File: src/hw/rtl/rdpd_pkg.sv
// Shared types and constants for the remote debug packet deframer.
package rdpd_pkg;

   localparam int unsigned LENGTH_BITS = 16;
   localparam logic [LENGTH_BITS-1:0] LENGTH_ONE = {{(LENGTH_BITS-1){1'b0}}, 1'b1};
   localparam logic [LENGTH_BITS-1:0] LENGTH_MAX = {LENGTH_BITS{1'b1}};

   localparam logic [7:0] CHAR_SOF  = 8'h24;
   localparam logic [7:0] CHAR_EOF  = 8'h23;
   localparam logic [7:0] CHAR_ACK  = 8'h2b;
   localparam logic [7:0] CHAR_NAK  = 8'h2d;
   localparam logic [7:0] CHAR_INTR = 8'h03;
   localparam logic [7:0] NOT_HEX   = 8'hff;

   localparam logic [2:0] EV_NONE      = 3'd0;
   localparam logic [2:0] EV_DATA      = 3'd1;
   localparam logic [2:0] EV_ACK       = 3'd2;
   localparam logic [2:0] EV_INTR      = 3'd3;
   localparam logic [2:0] EV_GOOD      = 3'd4;
   localparam logic [2:0] EV_BAD       = 3'd5;
   localparam logic [2:0] EV_MALFORMED = 3'd6;
   localparam logic [2:0] EV_DISCARD   = 3'd7;

   typedef struct packed {
      logic [7:0] rx_byte;
      logic       ack_expected;
   } req_type;

   typedef struct packed {
      logic [2:0]  event_res;
      logic [7:0]  data_byte;
      logic [7:0]  computed_sum;
      logic [7:0]  received_sum;
      logic [15:0] payload_length;
      logic [7:0]  reply_byte;
   } rsp_type;

   typedef struct packed {
      logic    valid;
      req_type item;
   } stage_type;

endpackage

File: src/hw/rtl/rdpd_in_reg.sv
// Input register stage: captures one received item and holds it until taken.
module rdpd_in_reg (
   input  logic              clock,
   input  logic              reset,
   input  logic              req_valid,
   output logic              req_stall,
   input  rdpd_pkg::req_type req_item,
   input  logic              take,
   output rdpd_pkg::stage_type stage
);
   import rdpd_pkg::*;

   logic    valid_ff;
   logic    valid_in;
   req_type item_ff;

   assign req_stall = valid_ff && !take;
   assign valid_in  = req_stall ? valid_ff : req_valid;

   always_ff @(posedge clock) begin
      if (reset) begin
         valid_ff <= 1'b0;
      end else begin
         valid_ff <= valid_in;
      end
      if (req_valid && !req_stall) begin
         item_ff <= req_item;
      end
   end

   assign stage = '{valid: valid_ff, item: item_ff};

endmodule

File: src/hw/rtl/rdpd_frame.sv
// Framing state machine, checksum check and result register.
module rdpd_frame (
   input  logic                clock,
   input  logic                reset,
   input  rdpd_pkg::stage_type stage,
   output logic                take,
   output logic                rsp_valid,
   input  logic                rsp_stall,
   output rdpd_pkg::rsp_type   rsp_item
);
   import rdpd_pkg::*;

   typedef enum logic [1:0] {
      PH_IDLE    = 2'd0,
      PH_PAYLOAD = 2'd1,
      PH_HIGH    = 2'd2,
      PH_LOW     = 2'd3
   } phase_type;

   phase_type              phase_ff, phase_in;
   logic [7:0]             sum_ff, sum_in;
   logic [7:0]             high_ff, high_in;
   logic [LENGTH_BITS-1:0] length_ff, length_in;
   logic [7:0]             command_ff, command_in;
   logic                   rsp_valid_ff;
   rsp_type                rsp_ff, rsp_in;
   logic [7:0]             rx;
   logic [7:0]             got;

   function automatic logic [7:0] hex_worth(input logic [7:0] c);
      logic [7:0] v;
      if (c >= 8'h30 && c <= 8'h39) begin
         v = c - 8'h30;
      end else if (c >= 8'h61 && c <= 8'h66) begin
         v = c - 8'h57;
      end else if (c >= 8'h41 && c <= 8'h46) begin
         v = c - 8'h37;
      end else begin
         v = NOT_HEX;
      end
      return v;
   endfunction

   assign take = stage.valid && (!rsp_valid_ff || !rsp_stall);
   assign rx   = stage.item.rx_byte;
   assign got  = hex_worth(rx) + {high_ff[3:0], 4'b0000};

   always_comb begin
      phase_in   = phase_ff;
      sum_in     = sum_ff;
      high_in    = high_ff;
      length_in  = length_ff;
      command_in = command_ff;
      rsp_in     = '0;
      priority if (phase_ff == PH_IDLE) begin
         priority if (rx == CHAR_SOF) begin
            phase_in   = PH_PAYLOAD;
            sum_in     = '0;
            high_in    = '0;
            length_in  = '0;
            command_in = '0;
         end else if (rx == CHAR_ACK && stage.item.ack_expected) begin
            rsp_in.event_res = EV_ACK;
         end else if (rx == CHAR_INTR) begin
            rsp_in.event_res = EV_INTR;
         end else begin
            rsp_in.event_res = EV_DISCARD;
         end
      end else if (rx == CHAR_SOF) begin
         rsp_in.event_res      = EV_MALFORMED;
         rsp_in.payload_length = 16'(length_ff);
         phase_in   = PH_PAYLOAD;
         sum_in     = '0;
         high_in    = '0;
         length_in  = '0;
         command_in = '0;
      end else begin
         unique case (phase_ff)
            PH_PAYLOAD: begin
               if (rx == CHAR_EOF) begin
                  phase_in = PH_HIGH;
               end else begin
                  if (length_ff == '0) begin
                     command_in = rx;
                  end
                  sum_in = sum_ff + rx;
                  if (length_ff != LENGTH_MAX) begin
                     length_in = length_ff + LENGTH_ONE;
                  end
                  rsp_in.event_res = EV_DATA;
                  rsp_in.data_byte = rx;
               end
            end
            PH_HIGH: begin
               high_in  = hex_worth(rx);
               phase_in = PH_LOW;
            end
            PH_LOW: begin
               if (got == sum_ff) begin
                  rsp_in.event_res  = EV_GOOD;
                  rsp_in.reply_byte = CHAR_ACK;
               end else begin
                  rsp_in.event_res  = EV_BAD;
                  rsp_in.reply_byte = CHAR_NAK;
               end
               rsp_in.data_byte      = command_ff;
               rsp_in.computed_sum   = sum_ff;
               rsp_in.received_sum   = got;
               rsp_in.payload_length = 16'(length_ff);
               phase_in = PH_IDLE;
            end
            PH_IDLE: begin
               phase_in = PH_IDLE;
            end
         endcase
      end
   end

   always_ff @(posedge clock) begin
      if (reset) begin
         phase_ff     <= PH_IDLE;
         sum_ff       <= '0;
         high_ff      <= '0;
         length_ff    <= '0;
         command_ff   <= '0;
         rsp_valid_ff <= 1'b0;
      end else if (take) begin
         phase_ff     <= phase_in;
         sum_ff       <= sum_in;
         high_ff      <= high_in;
         length_ff    <= length_in;
         command_ff   <= command_in;
         rsp_valid_ff <= 1'b1;
      end else if (!rsp_stall) begin
         rsp_valid_ff <= 1'b0;
      end
      if (take) begin
         rsp_ff <= rsp_in;
      end
   end

   assign rsp_valid = rsp_valid_ff;
   assign rsp_item  = rsp_ff;

endmodule

File: src/hw/rtl/remote_debug_packet_deframer_top.sv
// Top level of the remote debug packet deframer.
// Takes one received byte per clock and returns exactly one result item for each
// byte. An item passes an input register and then the framing logic into a result
// register, which presents the result; while the result side does not stall the
// sustained rate is one item per clock, and a stall on the result side holds the
// result register and then the input register. Packets are $payload#hh: payload
// bytes come out one by one, and the low checksum digit yields the good/bad
// report with the command byte, both sums, the saturated length and the reply byte.
module remote_debug_packet_deframer_top (
   input  logic              clock,
   input  logic              reset,
   input  logic              req_valid,
   output logic              req_stall,
   input  rdpd_pkg::req_type req_item,
   output logic              rsp_valid,
   input  logic              rsp_stall,
   output rdpd_pkg::rsp_type rsp_item
);
   import rdpd_pkg::*;

   stage_type stage;
   logic      take;

   rdpd_in_reg u_in_reg (
      .clock     (clock),
      .reset     (reset),
      .req_valid (req_valid),
      .req_stall (req_stall),
      .req_item  (req_item),
      .take      (take),
      .stage     (stage)
   );

   rdpd_frame u_frame (
      .clock     (clock),
      .reset     (reset),
      .stage     (stage),
      .take      (take),
      .rsp_valid (rsp_valid),
      .rsp_stall (rsp_stall),
      .rsp_item  (rsp_item)
   );

endmodule
File: config.mk
export PLATFORM = sky130hd
export DESIGN_NAME = remote_debug_packet_deframer_top
export DESIGN_NICKNAME = d
export VERILOG_FILES = /design/src/hw/rtl/rdpd_pkg.sv /design/src/hw/rtl/rdpd_in_reg.sv /design/src/hw/rtl/rdpd_frame.sv /design/src/hw/rtl/remote_debug_packet_deframer_top.sv
export SDC_FILE = /design/constraint.sdc
export NUM_CORES = 1
export LEC_CHECK = 0
export BUFFER_PORTS_ARGS = -buffer_cell sky130_fd_sc_hd__buf_2
export CORE_MARGIN = 2
export CORE_UTILIZATION = 50
export DETAILED_ROUTE_END_ITERATION = 8
export HOLD_SLACK_MARGIN = 0.06
export PLACE_DENSITY_LB_ADDON = 0.3
export SLEW_MARGIN = 15
export SYNTH_ARGS = -nofsm -noshare
export SYNTH_HDL_FRONTEND = slang
export SYNTH_HIERARCHICAL = 1
export SYNTH_SLANG_ARGS = --single-unit
File: constraint.sdc
create_clock -name clock -period 5.9 [get_ports clock]
set_input_delay 0.295 -clock clock [delete_from_list [all_inputs] [get_ports clock]]
set_output_delay 0.295 -clock clock [all_outputs]
set_load 0.005 [all_outputs]
==> results of run 1 <==
## state kept, by name, indices dropped and copies added (netlist names)
name,cells
u_frame/rsp_item,46
u_frame/sum_ff,8
u_in_reg/stage,9
u_in_reg/valid_ff,1
u_frame/phase_ff,2
u_frame/length_ff,16
u_frame/command_ff,8
u_frame/high_ff,4
u_frame/rsp_valid,1
## per-layer routing
| metal | part of all wire, % | up-vias | global-route usage (%) |
|---|---|---|---|
| met5 | 0 | - | 0 |
| met4 | 2.6 | 0 | 8.98 |
| met2 | 49 | 123 | 36.9 |
| met3 | 4.8 | 25 | 4.20 |
| met1 | 43 | 1857 | 27.3 |
| li1 | - | 1872 | - |
## layout make-up
type | instances | area (um2)
Fill cell | 861 | 4190
Tap cell | 133 | 166
Timing Repair Buffer | 63 | 318
Multi-Input combinational cell | 359 | 2380
Clock inverter | 6 | 36.3
Inverter | 16 | 60.1
Sequential cell | 95 | 2450
Clock buffer | 10 | 128
## power by group through the flow
stage | sequential, W | clock, W | combinational [W]
6_report | 0.000740 | 0.000377 | 0.0000930
5_1_grt | 0.000743 | 0.000414 | 0.000103
4_1_cts | 0.000740 | 0.000388 | 0.0000936
3_5_place_dp | 0.000756 | 0 | 0.0000932
3_3_place_gp | 0.000755 | 0 | 0.0000930
2_1_floorplan | 0.000751 | 0 | 0.0000614
## critical path: stages (launching register included)
cell	delay [ns]
edfxtp_1	0.60
inv_1	0.16
ha_1	0.22
or4b_1	0.52
a311o_1	0.43
o21a_1	0.16
nor2_1	0.27
o21ai_0	0.12
a22oi_1	0.24
ha_1	0.23
fa_1	0.45
xnor2_1	0.15
o2111ai_1	0.12
a221o_1	0.32
nor4_1	0.30
a21oi_1	0.12
## worst min path at each step
| stage | start | endpoint | slack (ns) | cells past startpoint |
|---|---|---|---|---|
| 5_1_grt | req_item[3] | u_in_reg/stage[3]$_DFFE_PP_ | 0.09 | 1 |
| 6_report | req_item[0] | u_in_reg/stage[0]$_DFFE_PP_ | 0.10 | 1 |
| 2_1_floorplan | req_item[0] | u_in_reg/stage[0]$_DFFE_PP_ | 0.39 | 0 |
| 3_3_place_gp | u_frame/high_ff[2]$_SDFFE_PP0P_ | u_frame/high_ff[2]$_SDFFE_PP0P_ | 0.45 | 2 |
| 3_5_place_dp | u_frame/high_ff[2]$_SDFFE_PP0P_ | u_frame/high_ff[2]$_SDFFE_PP0P_ | 0.45 | 2 |
| 4_1_cts | req_item[0] | u_in_reg/stage[0]$_DFFE_PP_ | 0.08 | 1 |
## cell usage after synthesis (4+ instances only)
| master | count |
|---|---|
| a21o_1 | 7 |
| a21oi_1 | 31 |
| a22oi_1 | 15 |
| and2_1 | 30 |
| and3_1 | 7 |
| buf_2 | 8 |
| buf_4 | 6 |
| clkbuf_1 | 11 |
| dfxtp_1 | 40 |
| edfxtp_1 | 55 |
| ha_1 | 23 |
| inv_1 | 16 |
| mux2i_1 | 4 |
| nand2_1 | 27 |
| nand2b_1 | 5 |
| nand3_1 | 15 |
| nand4_1 | 6 |
| nor2_1 | 57 |
| nor2b_1 | 7 |
| nor3_1 | 16 |
| nor4_1 | 7 |
| nor4b_1 | 4 |
| o21ai_0 | 15 |
| o22ai_1 | 4 |
| or3_1 | 4 |
| xnor2_1 | 15 |
| xor2_1 | 8 |
## metrics by stage
step / setup slack [ns] / std cells
2_1_floorplan: 0.357 / 496
3_3_place_gp: 1.45 / 666
3_5_place_dp: 1.31 / 666
4_1_cts: 1.27 / 682
5_1_grt: 1.02 / 682
6_report: 1.22 / 682
## logic make-up after synthesis
kind of cell               after synthesis
AOI/OAI and AO/OA                      101
xor gates and xnor gates                24
adders and majority gates               26
buffers and inverters                   42
DFF                                     95
muxes                                    5
other                                    1
and+or+nand+nor                        200
==> metrics.txt, run 1 <==
outcome completed; RR Endpoint u_frame/rsp_item[2]$_SDFFCE_PP0P_; Crit Path Class reg -> reg; # DRC 0; commonest non-fill, non-tap cells in the layout buf_2, nor2_1, edfxtp_1; Worst setup EP type register; CTS Sinks 95; DR vias/cell 5.68; Resized Gates After CTS 0; largest cells by area after synthesis edfxtp_1, dfxtp_1, ha_1, nor2_1, and2_1; finished layout cell area 0.00554 mm2; Skew-Pair Late Insertion Delay 0.36 ns; Synth Cell Area 0.00501 mm2; max_slew headroom 40.1%; fin. max-slew vios 0; initial antenna violation count 0; FMAX 214 MHz; post-CTS setup buffer count 0; gr ovfl total 0; Synth Warn # 6; syn avg cell area 10.1 um2; vias in the first global route 3,789; Adder-Cell Fraction of Synth Area 6.75%; Post-Syn Instances 494; Rows 36; P_sw 0.000300 W; leakage power 2.08 nW; Detailed Place HPWL 8.31 mm; Clk pwr share 31.2%; final setup fails 0; clock root buffer clkbuf_8; Post-Synth XOR/XNOR Area 4.47%; reg2reg setup slack 1.22 ns; largest net degree at the start of global routing 48; Setup TNS 0 ns; Seq pwr share 61.1%; maximum clock path buffer count 2; Fin Clk Skew 0.00999 ns; Critical Path End u_frame/rsp_item[2]$_SDFFCE_PP0P_; Int Pwr 0.000910 W; fin crit period 4.68 ns; fin crit share 79.3%; Fin Hold WS 0.100 ns; initial drt markers 212; first-pass GRT wire length 18.8 mm; Antenna diodes 0; H-tree lvl count 3; Yosys cell types 66; endpoints failing hold 0; Final ANT Viol Nets 0; Gate power share 7.7%; Placeable Area 0.00973 mm2; Vias 3,877; NumNets Final 582; Routed WL per cell 16.7 um; crit path DAT 4.78 ns; Slew @ Worst Pin 0.896 ns; port buffer count 62; leading cell type in the layout, fill and taps excluded buf_2; worst reg2reg path startpoint u_in_reg/stage[2]$_DFFE_PP_; Die ar. 0.0108 mm2; maximum vdd ir drop 0.118 mV; share of cells above drive strength 1 16.2%; total CTS buffers 9; Critical Path Start Type register; Die H 104 um; drt pass-1 iters 4; max cap viols 0; Critical Path Start u_in_reg/stage[2]$_DFFE_PP_; pwr/cell area 218 mW/mm2; Worst-path clk slew 0.10 ns; Seq cells post-synth 95; Starting Density 51.5%; I/O pins 66; Post-synth EDFFs 55; mux contribution to synthesized area 1.02%; gr usage total 21.8%; Synth top area share 33.0%; drt total wl 11.4 mm; Area growth syn-to-layout 10.7%; Synth area leader edfxtp_1; register area share after synthesis 49.0%; GPL Wtd Cong 0.883; Post-Synth Simple-Gate Area 21.0%; RSZ-0062 raised after global routing false; Async SR Flop Fraction 0%; post-synthesis compound-gate area fraction 13.9%; die width 104 um; crit path max fanout 10; TritonCTS clock tree yes; Post-DP Area 0.00538 mm2; Worst R2R Path Depth 15; ys flop type edfxtp_1; final core utilization 57.0%; Tot Pwr 0.00121 W; Sw Share 24.8%; hold_buf cts 0; Worst Path Required 6.00 ns; largest family of logic cells by synthesized area simple AND/OR/NAND/NOR gates; Hold Crit Class in -> reg
Power figures use the tool's default switching activity.
==> run 2: changes to the inputs <==
clock period = 4.4 ns   (was 5.9 ns; I/O delays follow)
==> run 2 against run 1 <==
Against the previous run:
- register-to-register slack worse by 1.1 ns
- final cell count is 3.7% higher
- global-route usage is 0.94 points higher
- total power is 37% higher
- clock-buffer cell count is 1 higher
- clock power is 40% higher
- critical path type unchanged
- largest power group unchanged
==> metrics.txt, run 2 (synthesized netlist as in run 1, its figures left out) <==
outcome completed; RSZ-0062 raised after global routing false; drt total wl 12.0 mm (+5.8%); leading cell type in the layout, fill and taps excluded buf_2; fin crit share 96.7% (+17 points); max_slew headroom 39.2% (-0.95 points); share of cells above drive strength 1 19.0% (+2.8 points); Routed WL per cell 17.0 um (+2.1%); TritonCTS clock tree yes; drt pass-1 iters 5 (+1); final worst slack 0.144 ns (-1.08 ns); die width 104 um (unchanged); initial antenna violation count 0 (unchanged); largest net degree at the start of global routing 48 (unchanged); Worst setup EP type register; Area growth syn-to-layout 15.3%; area taken by multi-input logic gates 0.00239 mm2 (+0.37%); Starting Density 51.5% (unchanged); fin. max-slew vios 0 (unchanged); Critical Path Start Type register; final setup fails 0 (unchanged); crit path DAT 4.38 ns (-0.40 ns); Detailed Place HPWL 8.63 mm (+3.9%); gr usage total 22.7% (+0.94 points); total CTS buffers 9 (unchanged); fin crit period 4.26 ns (-0.422 ns); GPL Wtd Cong 0.977 (+11%); Die H 104 um (unchanged); maximum vdd ir drop 0.157 mV (+33%); NumNets Final 607 (+4.3%); first-pass GRT wire length 19.5 mm (+4.0%); FMAX 235 MHz (+9.9%); H-tree lvl count 3 (unchanged); Placeable Area 0.00973 mm2 (unchanged); crit path max fanout 4 (-6); Skew-Pair Late Insertion Delay 0.37 ns (about the same); Antenna diodes 0 (unchanged); CTS Sinks 95 (unchanged); max FFs per register 46 (unchanged); final core utilization 59.3% (+2.4 points); worst slack, placed 0.151 ns (-1.16 ns); I/O pins 66 (unchanged); Storage cell area 0.00245 mm2 (unchanged); Tot Pwr 0.00166 W (+37%); pwr/cell area 288 mW/mm2 (+32%); commonest non-fill, non-tap cells in the layout buf_2, nor2_1, edfxtp_1; Setup TNS 0 ns (unchanged); fillers 839 (-2.6%); Vias 4,018 (+3.6%); endpoints failing hold 0 (unchanged); max cap viols 0 (unchanged); # DRC 0 (unchanged); leakage power 2.19 nW (+5.7%); clock root buffer clkbuf_8; vias in the first global route 3,857 (+1.8%); gr ovfl total 0 (unchanged); Slew @ Worst Pin 0.902 ns (+0.00620 ns); Final ANT Viol Nets 0 (unchanged); Die ar. 0.0108 mm2 (unchanged); Hold Crit Class in -> reg; Worst Path Required 4.52 ns (-1.48 ns); initial drt markers 287 (+35%); maximum clock path buffer count 2 (unchanged); Worst-path clk slew 0.09 ns (about the same); port buffer count 62 (unchanged); Crit Path Class reg -> reg; Rows 36 (unchanged); DR vias/cell 5.68 (about the same); Fin Clk Skew 0.0135 ns (+0.00355 ns)
-- run 2: cell count changes in the layout (fill, tap and decap cells not counted), sizes merged --
| cell | before | now |
|---|---|---|
| buf | 63 | 79 |
| dlygate4sd3 | 0 | 9 |
| clkbuf | 10 | 11 |
| clkinv | 3 | 2 |
-- run 2: cell type report --
class | count | area share [%]
repair buffers | 88 | 9.15
clock buffers | 11 | 2.45
clock inverters | 5 | 0.564
well taps | 133 | 2.88
multi-input cells | 359 | 41.4
flip-flops and latches | 95 | 42.5
inverters | 16 | 1.04
-- run 2: final timing paths --
| kind | start | to | slack (ns) | cells after the start |
|---|---|---|---|---|
| hold reg to reg | u_frame/high_ff[0]$_SDFFE_PP0P_ | u_frame/high_ff[0]$_SDFFE_PP0P_ | 0.47 | 2 |
| hold / removal | req_valid | u_in_reg/valid_ff$_SDFFE_PP0N_ | 0.09 | 2 |
| setup reg to reg | u_in_reg/stage[1]$_DFFE_PP_ | u_frame/rsp_item[48]$_DFFE_PP_ | 0.14 | 15 |
| setup / recovery | u_in_reg/stage[1]$_DFFE_PP_ | u_frame/rsp_item[48]$_DFFE_PP_ | 0.14 | 15 |
-- run 2: where the power goes --
part	total, W	switching, W	leakage, nW	internal (W)
clock network	0.000529	0.000308	0.0834	0.000220
registers	0.000981	0.0000129	0.830	0.000968
logic	0.000154	0.0000913	1.28	0.0000631
-- run 2: per-stage QoR --
stage	cell area [um2]	std cells	hold WS [ns]
final	5770	707	0.0938
after global routing	5770	707	0.0919
after CTS	5740	704	0.0806
after detailed placement	5480	679	0.398
after global placement	5480	679	0.397
after floorplan	5010	496	0.319
-- run 2: timing repair --
action	in CTS	in global routing
endpoints found under the hold margin	9	0
resized for setup	0	3
hold buffers	9	0
setup endpoints to repair	0	2
setup buffers	0	3
-- run 2: critical path, stage by stage, from the launching register on --
cell       delay, ns
edfxtp_1        0.46
inv_2           0.11
ha_1            0.20
or4b_1          0.48
a311o_1         0.39
o21a_1          0.16
nor2_1          0.15
o21ai_0         0.10
a22oi_1         0.25
ha_2            0.24
fa_1            0.45
xnor2_1         0.17
o2111ai_1       0.12
a221o_1         0.33
nor4_2          0.30
a21oi_1         0.11
-- run 2: metal layers --
| metal | wire [um] | track usage (%) | vias up |
|---|---|---|---|
| li1 | - | - | 1925 |
| met1 | 5140 | 29.4 | 1931 |
| met2 | 5930 | 37.4 | 137 |
| met3 | 684 | 4.39 | 25 |
| met4 | 276 | 9.65 | 0 |
| met5 | 0 | 0 | - |
==> run 3: changes to the inputs <==
clock period = 4.33 ns   (was 4.4 ns; I/O delays follow)
==> run 3 against run 2 <==
Against the previous run:
- sequential share of layout area fell by 0.51 points
- combinational power barely moved
- sequential power is 2% higher
- clock skew down 0.0068 ns
- total power increased by 8.3%
- setup slack gained 0.12 ns
- largest cell class unchanged
- die area unchanged
- final cell count rose by 0.14%
- register-to-register slack gained 0.12 ns
- largest power group unchanged
- non-clock buffer count grew 1
==> metrics.txt, run 3 (synthesized netlist as in run 1, its figures left out) <==
pwr/cell area 308 mW/mm2 (+7.0%); final setup fails 0 (unchanged); share of cells above drive strength 1 20.2% (+1.2 points); gr ovfl total 0 (unchanged); first-pass GRT wire length 19.1 mm (-1.9%); Hold Crit Class in -> reg; Critical Path Start u_in_reg/stage[1]$_DFFE_PP_; worst reg2reg path startpoint u_in_reg/stage[1]$_DFFE_PP_; GPL Wtd Cong 0.889 (-9.1%); Detailed Place HPWL 8.46 mm (-2.0%); final non-filler cell total 708 (+0.14%); Worst R2R Path Depth 15 (unchanged); outcome completed; Critical Path End u_frame/rsp_item[2]$_SDFFCE_PP0P_; I/O pins 66 (unchanged); Worst-path clk slew 0.10 ns (about the same); max FFs per register 46 (unchanged); Worst setup EP type register; maximum clock path buffer count 2 (unchanged); Cell Chain, Critical Path inv_2 > ha_1 > or4b_4 > a311o_1 > o21a_1 > nor2_2 > o21ai_0 > a22oi_1 > ha_2 > fa_1 > xnor2_1 > o2111ai_1 > a221o_1 > nor4_2 > a21oi_1; fin. max-slew vios 0 (unchanged); slowest stage cell, crit path or4b_4; port buffer count 62 (unchanged); Crit Path Class reg -> reg; endpoints failing hold 0 (unchanged); CTS Sinks 95 (unchanged); fin crit share 93.9% (-2.8 points); final worst slack 0.263 ns (+0.119 ns); Placeable Area 0.00973 mm2 (unchanged); initial antenna violation count 0 (unchanged); Final ANT Viol Nets 0 (unchanged); # DRC 0 (unchanged); max cap viols 0 (unchanged); worst slack, placed 0.0793 ns (-0.0721 ns); Rows 36 (unchanged); leading cell type in the layout, fill and taps excluded buf_2; Starting Density 51.5% (unchanged); Fin Hold WS 0.0819 ns (-0.0119 ns); clock root buffer clkbuf_8; Slew @ Worst Pin 0.852 ns (-0.0502 ns); TritonCTS clock tree yes; Setup TNS 0 ns (unchanged); DR vias/cell 5.53 (-2.7%); NumNets Final 608 (+0.16%); P_sw 0.000427 W (+3.5%); gr usage total 22.2% (-0.55 points); Die ar. 0.0108 mm2 (unchanged); Int Pwr 0.00138 W (+9.9%); largest net degree at the start of global routing 48 (unchanged); commonest non-fill, non-tap cells in the layout buf_2, nor2_1, edfxtp_1; Sw Share 23.7% (-1.1 points); Gate power share 8.7% (-0.6 points); crit path max fanout 4 (unchanged); Fin Clk Skew 0.00678 ns (-0.00676 ns); crit path DAT 4.18 ns (-0.20 ns); Vias 3,916 (-2.5%); leakage power 2.23 nW (+1.5%); maximum vdd ir drop 0.160 mV (+2.3%); Die H 104 um (unchanged); die width 104 um (unchanged); reg2reg setup slack 0.26 ns (+0.12 ns); Skew-Pair Late Insertion Delay 0.38 ns (about the same); max incr delay on CP 0.48 ns (about the same); final core utilization 60.1% (+0.72 points); H-tree lvl count 3 (unchanged); fin crit period 4.07 ns (-0.189 ns); initial drt markers 219 (-24%); FMAX 246 MHz (+4.6%); Cells after DPL 681 (+0.29%); Critical Path Start Type register; Area growth syn-to-layout 16.7%; RR Endpoint u_frame/rsp_item[2]$_SDFFCE_PP0P_; Seq pwr share 55.3% (-3.6 points); drt total wl 11.5 mm (-4.5%); Worst Path Required 4.45 ns (-0.07 ns); total CTS buffers 9 (unchanged); Routed WL per cell 16.2 um (-4.6%); max_slew headroom 43.1% (+3.9 points); Antenna diodes 0 (unchanged); drt pass-1 iters 5 (unchanged); vias in the first global route 3,839 (-0.47%); Clk pwr share 36.0% (+4.2 points)
==> run 3: cell count changes in the layout (fill, tap and decap cells not counted), sizes merged <==
cell / change
buf: +1
bufinv: +2
clkbuf: -2
clkinvlp: -1
inv: +1
==> run 3: layout make-up <==
class	count	area (um2)
Clock buffer	9	124
Clock inverter	7	93.8
Fill cell	846	3890
Inverter	16	60.1
Multi-Input combinational cell	359	2410
Sequential cell	95	2450
Tap cell	133	166
Timing Repair Buffer	89	536
==> run 3: worst min path at each step <==
stage,from,to,slack [ns],cells after the start
6_report,req_valid,u_in_reg/valid_ff$_SDFFE_PP0N_,0.08,2
5_1_grt,req_valid,u_in_reg/valid_ff$_SDFFE_PP0N_,0.08,2
4_1_cts,req_valid,u_in_reg/valid_ff$_SDFFE_PP0N_,0.07,2
3_5_place_dp,req_item[7],u_in_reg/stage[7]$_DFFE_PP_,0.39,1
3_3_place_gp,req_item[3],u_in_reg/stage[3]$_DFFE_PP_,0.39,1
2_1_floorplan,req_item[0],u_in_reg/stage[0]$_DFFE_PP_,0.32,0
==> run 3: power groups by stage <==
stage	clock [W]	combinational (W)	sequential, W
floorplan	0	0.0000837	0.00102
global placement	0	0.000146	0.00102
detailed placement	0	0.000147	0.00102
CTS	0.000661	0.000153	0.000997
global route	0.000697	0.000173	0.00100
finish	0.000649	0.000157	0.000997
==> run 3: routing by layer <==
metal | up-vias | routed length [um] | global-route usage (%)
li1 | 1931 | - | -
met1 | 1838 | 5040 | 28.2
met2 | 123 | 5640 | 36.7
met3 | 24 | 496 | 5.01
met4 | 0 | 310 | 8.88
met5 | - | 0 | 0
==> run 3: worst max-delay path: cells and delay by family (launching register included) <==
| kind | cells | cell delay [ns] |
|---|---|---|
| AND/OR/NAND/NOR | 3 | 0.88 |
| flip-flops | 1 | 0.45 |
| XOR/XNOR | 1 | 0.16 |
| AO/OA/AOI/OAI | 7 | 1.34 |
| adder cells (fa/ha/maj) | 3 | 0.85 |
| buffers and inverters | 1 | 0.11 |
==> run 3: metrics by stage <==
stage | total power, W | cell area (um2)
2_1_floorplan | 0.00111 | 5010
3_3_place_gp | 0.00116 | 5490
3_5_place_dp | 0.00116 | 5490
4_1_cts | 0.00181 | 5800
5_1_grt | 0.00187 | 5840
6_report | 0.00180 | 5840
==> run 3: what timing repair did <==
| action | in CTS | in global routing |
|---|---|---|
| endpoints found under the setup margin | 0 | 3 |
| endpoints found under the hold margin | 9 | 0 |
| gates resized for setup | 0 | 8 |
| hold buffers | 9 | 0 |
| buffers inserted | 0 | 2 |
